<file path="config.mk">
export PLATFORM = sky130hd
export DESIGN_NAME = dkb_chan
export DESIGN_NICKNAME = d
export VERILOG_FILES = /design/src/hw/rtl/dkb_pkg.sv /design/src/hw/rtl/dkb_chan.sv
export SDC_FILE = /design/constraint.sdc
export NUM_CORES = 2
export LEC_CHECK = 0
export BUFFER_PORTS_ARGS = -buffer_cell sky130_fd_sc_hd__buf_2
export CELL_PAD_IN_SITES_DETAIL_PLACEMENT = 1
export CELL_PAD_IN_SITES_GLOBAL_PLACEMENT = 1
export CORE_MARGIN = 5
export CORE_UTILIZATION = 45
export DETAILED_ROUTE_END_ITERATION = 12
export PLACE_DENSITY = 0.79
export SETUP_SLACK_MARGIN = 0.5
export SYNTH_ARGS = -nofsm -noshare
export SYNTH_HDL_FRONTEND = slang
export SYNTH_SLANG_ARGS = --single-unit
</file>
<file path="constraint.sdc">
create_clock -name i_clk -period 8.43 [get_ports i_clk]
set_input_delay 0.4215 -clock i_clk [delete_from_list [all_inputs] [get_ports i_clk]]
set_output_delay 0.4215 -clock i_clk [all_outputs]
set_load 0.02 [all_outputs]
</file>
<file path="src/hw/rtl/dkb_pkg.sv">
`default_nettype none

package dkb_pkg;

    // Width of every color and opacity field.
    localparam int DATA_W = 16;

    // Configuration port geometry: two 32-bit registers at byte offsets 0 and 4.
    localparam int ADDR_W = 3;
    localparam int PDATA_W = 32;

    // Register indexes, taken from the word address bit.
    localparam logic REG_ALPHA_MODE    = 1'b0;
    localparam logic REG_CHANNEL_COUNT = 1'b1;

    // Load enables for the pipeline stages behind the input register.
    typedef struct packed {
        logic s2;
        logic s3;
        logic s4;
    } t_stage_en;

endpackage

`default_nettype wire

</file>
<file path="src/hw/rtl/dkb_chan.sv">
`default_nettype none

// One color channel of the blend, pipeline stages two to four.
// Stage two forms the products, stage three rounds them, stage four
// takes the minimum, sums, saturates and applies the channel-in-use mask; with alpha mode off it passes min(fg, bg).
module dkb_chan #(
    parameter int FRAC_BITS = 15
) (
    input  wire logic                          i_clk,
    input  wire dkb_pkg::t_stage_en            i_en,
    input  wire logic                          i_alpha_mode,
    input  wire logic                          i_used,
    input  wire logic [dkb_pkg::DATA_W-1:0]    i_fg,
    input  wire logic [dkb_pkg::DATA_W-1:0]    i_bg,
    input  wire logic [dkb_pkg::DATA_W-1:0]    i_fa,
    input  wire logic [dkb_pkg::DATA_W-1:0]    i_ba,
    output logic      [dkb_pkg::DATA_W-1:0]    o_color
);

    localparam int DW    = dkb_pkg::DATA_W;
    localparam int ONE_W = FRAC_BITS + 1;
    localparam int CW    = (ONE_W > DW) ? ONE_W : DW;
    localparam int PW    = DW + CW;
    localparam int RW    = PW + 1 - FRAC_BITS;
    localparam int SW    = RW + 2;
    localparam logic [CW-1:0] ONE  = CW'(1) << FRAC_BITS;
    localparam logic [PW:0]   HALF = (PW + 1)'(1) << (FRAC_BITS - 1);
    localparam int LIM_I = (FRAC_BITS >= 16) ? 65535 : (1 << FRAC_BITS);
    localparam logic [DW-1:0] LIM  = DW'(LIM_I);

    // Round to nearest, half up, and drop the fraction bits.
    function automatic logic [RW-1:0] round_prod(input logic [PW-1:0] x);
        logic [PW:0] s;
        s = {1'b0, x} + HALF;
        return s[PW:FRAC_BITS];
    endfunction

    logic [CW-1:0] w_one_m_ba;
    logic [CW-1:0] w_one_m_fa;
    logic [PW-1:0] w_p;
    logic [PW-1:0] w_q;
    logic [PW-1:0] w_u;
    logic [PW-1:0] w_v;

    logic [PW-1:0] r_s2_p;
    logic [PW-1:0] r_s2_q;
    logic [PW-1:0] r_s2_u;
    logic [PW-1:0] r_s2_v;
    logic [DW-1:0] r_s2_min;

    logic [RW-1:0] r_s3_p;
    logic [RW-1:0] r_s3_q;
    logic [RW-1:0] r_s3_u;
    logic [RW-1:0] r_s3_v;
    logic [DW-1:0] r_s3_min;

    logic [RW-1:0] w_pq_min;
    logic [SW-1:0] w_total;
    logic [DW-1:0] n_color;
    logic [DW-1:0] r_color;

    // Products of stage two.
    assign w_one_m_ba = ONE - CW'(i_ba);
    assign w_one_m_fa = ONE - CW'(i_fa);
    assign w_p = PW'(i_fg) * PW'(i_ba);
    assign w_q = PW'(i_bg) * PW'(i_fa);
    assign w_u = PW'(i_fg) * PW'(w_one_m_ba);
    assign w_v = PW'(i_bg) * PW'(w_one_m_fa);

    always_ff @(posedge i_clk) begin
        if (i_en.s2) begin
            r_s2_p   <= w_p;
            r_s2_q   <= w_q;
            r_s2_u   <= w_u;
            r_s2_v   <= w_v;
            r_s2_min <= (i_fg < i_bg) ? i_fg : i_bg;
        end
    end

    // Rounding of stage three.
    always_ff @(posedge i_clk) begin
        if (i_en.s3) begin
            r_s3_p   <= round_prod(r_s2_p);
            r_s3_q   <= round_prod(r_s2_q);
            r_s3_u   <= round_prod(r_s2_u);
            r_s3_v   <= round_prod(r_s2_v);
            r_s3_min <= r_s2_min;
        end
    end

    // Sum and saturation of stage four.
    assign w_pq_min = (r_s3_p < r_s3_q) ? r_s3_p : r_s3_q;
    assign w_total  = SW'(w_pq_min) + SW'(r_s3_u) + SW'(r_s3_v);

    always_comb begin
        if (!i_used) begin
            n_color = '0;
        end else if (!i_alpha_mode) begin
            n_color = r_s3_min;
        end else if (w_total > SW'(LIM)) begin
            n_color = LIM;
        end else begin
            n_color = w_total[DW-1:0];
        end
    end

    always_ff @(posedge i_clk) begin
        if (i_en.s4) begin
            r_color <= n_color;
        end
    end

    assign o_color = r_color;

endmodule

`default_nettype wire

</file>
* Word level (Yosys, flattened, before mapping)
Cells that the tools add are included. Widths: inputs -> output; s select.
Word-level totals: flip-flop bits (word level) 248, output and inout port bits 16, logic and storage cells 30
Cells by class: add/sub/neg operators 8, multipliers 4, $lt $le $gt $ge 3, multiplexer cells 4
Operators by type and width (count):
- $add 32x15->33 const B | 4
- $mul 16x16->32 | 4
- $mux 16 | 3
- $sub 16x16->16 const A | 2
- $add 19x18->20 | 1
- $gt 20x16->1 const B | 1
- $add 18x18->19 | 1
- $lt 18x18->1 | 1
- $mux 18 | 1
- $lt 16x16->1 | 1

* Depth between registers and ports, before layout
depth after elaboration 7, mapped depth 32

* Least setup slack after synthesis
Ideal clock, no wire load.
path type input -> register, from input port i_ba[0] in the netlist's numbering, to register r_s2_u[28] (data pin), library setup time 0.258 ns, arrival 7.132 ns, path slack 1.040 ns, stages on the path 31, path buffers 3, cell sequence clkbuf_1 > clkbuf_1 > inv_1 > ha_1 > nand3b_1 > nor3_1 > xnor2_1 > clkbuf_1 > nand2_1 > fa_1 > inv_1 > fa_1 > inv_1 > fa_1 > inv_1 > fa_1 > fa_1 > inv_1 > fa_1 > inv_1 > ha_1 > o21a_1 > o211ai_1 > and2_1 > o21ai_0 > a41o_1 > nand4_1 > a21boi_0 > nor2_1 > a21o_1 > xnor2_1
On the way: word-level cells in the longest chain between the ends 2
RTL lines:
- start: declaration | RTL line dkb_chan.sv:16 | input wire logic [dkb_pkg::DATA_W-1:0] i_ba,
- $sub 16x16->16 | RTL line dkb_chan.sv:63 | assign w_one_m_ba = ONE - CW'(i_ba);
- $mul 16x16->32 | RTL line dkb_chan.sv:67 | assign w_u = PW'(i_fg) * PW'(w_one_m_ba);
- via w_u[28] | RTL line dkb_chan.sv:42 | logic [PW-1:0] w_u;
- end signal: assignment | RTL line dkb_chan.sv:74 | r_s2_u <= w_u;
- end: declaration | RTL line dkb_chan.sv:47 | logic [PW-1:0] r_s2_u;
The timed path passes the listed nets, and every way through them passes these cells. A chain may end at the register's enable or synchronous reset.

* Worst setup path in the final report
from input port i_ba[1] in the netlist's numbering, to register r_s2_u[31] (data pin)
Same word-level chain as after synthesis.

==> key figures <==
Run status
  • Status: finished, final reports clean

Floorplanning
  • Starting density of the core: 0.453
  • Die Y-Extent: 314 um
  • Core area: 91500 um2
  • Die Wd: 314 um
  • Die Area: 98300 um2
  • FP Rows: 111
  • IO Pins: 86

Logic synthesis
  • Syn nets: 5659
  • Yosys reg bits: 192
  • Synth async-reset ratio: 0
  • Cell with the most instances after synthesis: inv_1
  • Share of the synthesized area in the top cell type: 0.382
  • Top cells by area, synth: fa_1, edfxtp_1, ha_1, inv_1, and2_1
  • Post-synthesis cell type count: 57
  • Top FF cell, synth: edfxtp_1
  • Yosys warns: 0
  • Register area share after synthesis: 0.139
  • Mapped Cells: 4339
  • Count of flip-flops with a built-in enable after synthesis: 192
  • Mapped Avg Cell Area: 9.56 um2
  • Post-Syn Area: 41500 um2
  • Top cells by count, synth: inv_1, fa_1, nand2_1
  • Leading area contributor after synthesis: fa_1

Detailed routing
  • # DRC: 0
  • Pre-Repair DR Iteration Count: 5
  • Avg Vias per Cell: 5.35
  • WL/cell: 21.4 um
  • Final WL: 119000 um
  • Vias: 29613
  • DR iter-0 viols: 1299
  • Antenna-violating nets left: 0

STA
  • Min Tclk post-route: 7530 ps
  • Max Transition Viols Final: 0
  • Worst slew pin tran: 1310 ps
  • Max frequency: 133 MHz
  • Rel. slew slack: 0.128
  • Final hold violation count: 0
  • Layout Skew: 14.1 ps
  • Setup violators final: 0
  • Total negative slack: 0 ps
  • RSZ-0062 raised after global routing: no
  • Final worst-path cycle share: 0.893

Setup path
  • CP Capture Type: flip-flop
  • CP required: 8620 ps
  • WP buf/inv: 6
  • Worst path most repeated cell: fa_1
  • CP delay by family, top: adder cells
  • CP max-delay cell: fa_1
  • CP arrival: 7720 ps
  • CP Max Fanout: 18
  • Setup CP Type: in -> reg
  • Slowest stage delay, CP: 560 ps
  • Critical path launch point type: input port

Global routing
  • Total grt overflow: 0
  • Largest net degree at the start of global routing: 89
  • GR Util All Layers: 0.246
  • Initial antenna violation count: 8
  • Vias in the first global route: 34603
  • First-pass GRT wire length: 190000 um

Clocking
  • # hold bufs at CTS: 0
  • Clk buf depth: 2
  • Clock transition at path regs: 80 ps
  • Clk root buf: clkbuf_16
  • Clk_lat worst skew: 450 ps
  • TritonCTS buffer count: 17
  • # H-tree levels: 4
  • CTS Sinks: 192
  • CTS tree: yes

Place
  • Placed Cells incl. Taps: 5500
  • Routability cong.: 0.859
  • Hpwl dp: 96800 um
  • Port Buffers: 85

Layout
  • Finished Core Util: 0.480
  • Layout cells sized above 1: 0.0554
  • # nets final: 5654
  • Fillers: 10445
  • Final non-filler cell total: 5534
  • P&R area growth vs syn: 5.91%

Flow run
  • Max-cap viol count: 0

Worst hold path
  • Hold crit path type: in -> reg
## final timing paths
check,from,end,cells after the start,slack (ps)
max reg2reg,r_s3_p[1],o_color[7],23,1100
max,i_ba[1],r_s2_u[31],29,900
min reg2reg,r_s2_min[11],r_s3_min[11],0,420
min,i_en[1],r_s3_p[13],1,390
## cell usage in the layout, fill, tap and decap left out, types with 4 or more instances in the layout
cell type	count
inv_1	937
ha_1	459
clkinv_4	4
o31ai_1	12
a21o_1	39
mux2_2	24
nand2b_1	17
inv_8	5
or3_1	8
nand2_1	659
buf_4	82
a21oi_1	63
a211oi_1	14
fa_1	791
nor4_1	6
o211ai_1	4
nor2_1	90
mux2_4	8
edfxtp_1	192
and3_1	22
xor2_1	56
o21ai_0	41
and2_1	396
a22o_1	10
buf_2	83
nor3_1	28
clkbuf_16	17
nand4_1	24
xnor2_1	118
o21a_1	17
nand3_1	39
nor2b_1	15
nand3b_1	6
o21bai_1	7
## routing by layer
metal / routed length, um / GRT usage / part of all wire
met5: 0 / 0 / 0
met4: 4740 / 0.0849 / 0.040
met3: 4550 / 0.0261 / 0.038
met2: 62000 / 0.457 / 0.52
met1: 47200 / 0.298 / 0.40
## kinds of logic (layout without fill, tap and decap cells)
group                      count (synthesis)  count (layout)  share of synthesized area
and+or+nand+nor                         1321            1321                      0.153
adders and majority gates               1250            1250                      0.520
buffers and inverters                   1127            1135                      0.102
AOI/OAI and AO/OA                        237             237                     0.0383
DFF                                      192             192                      0.139
xor gates and xnor gates                 177             177                     0.0374
muxes                                     35              35                     0.0101
other                                      0               1                          0
## through the flow
step	setup WS, ps	area (um2)	hold WS (ps)
floorplan	1040	41500	400
global placement	588	43300	404
detailed placement	356	43300	405
CTS	789	43900	369
global route	598	43900	369
finish	898	43900	385
## repair_timing
| item | in CTS | in global routing |
|---|---|---|
| resized for setup | 0 | 5 |
| endpoints found under the setup margin | 0 | 3 |
| setup buffers | 0 | 0 |
## worst reg2reg max path: cells and delay by family (launching register included)
kind	cells	cell delay, ps
AND/OR/NAND/NOR	4	1210
AO/OA/AOI/OAI	14	3650
multiplexers	1	340
flip-flops	1	460
buffers and inverters	1	350
adder cells (fa/ha/maj)	3	1190
## sequential cells by signal, summed over array words and instances (netlist names)
name / flops
r_s3_v: 18
r_s3_p: 18
r_s2_q: 18
r_s2_v: 18
r_s2_u: 18
r_s3_min: 16
r_s3_q: 18
r_s3_u: 18
r_s2_min: 16
r_s2_p: 18
o_color: 16
## area by class of cell
| type | instances | area [um2] | area share |
|---|---|---|---|
| clock inverter | 14 | 170 | 0.00387 |
| clock buffer | 18 | 429 | 0.00977 |
| timing repair buffer | 166 | 1050 | 0.0239 |
| antenna | 1 | 2.50 | 0.0000570 |
| multi-input combinational | 3020 | 31500 | 0.717 |
| sequential | 192 | 5770 | 0.131 |
| inverter | 937 | 3520 | 0.0801 |
| tap | 1186 | 1480 | 0.0338 |
Power is left out: the tool's default activity adds up to more than one toggle a clock period on the data nets, which glitch-free logic cannot reach.
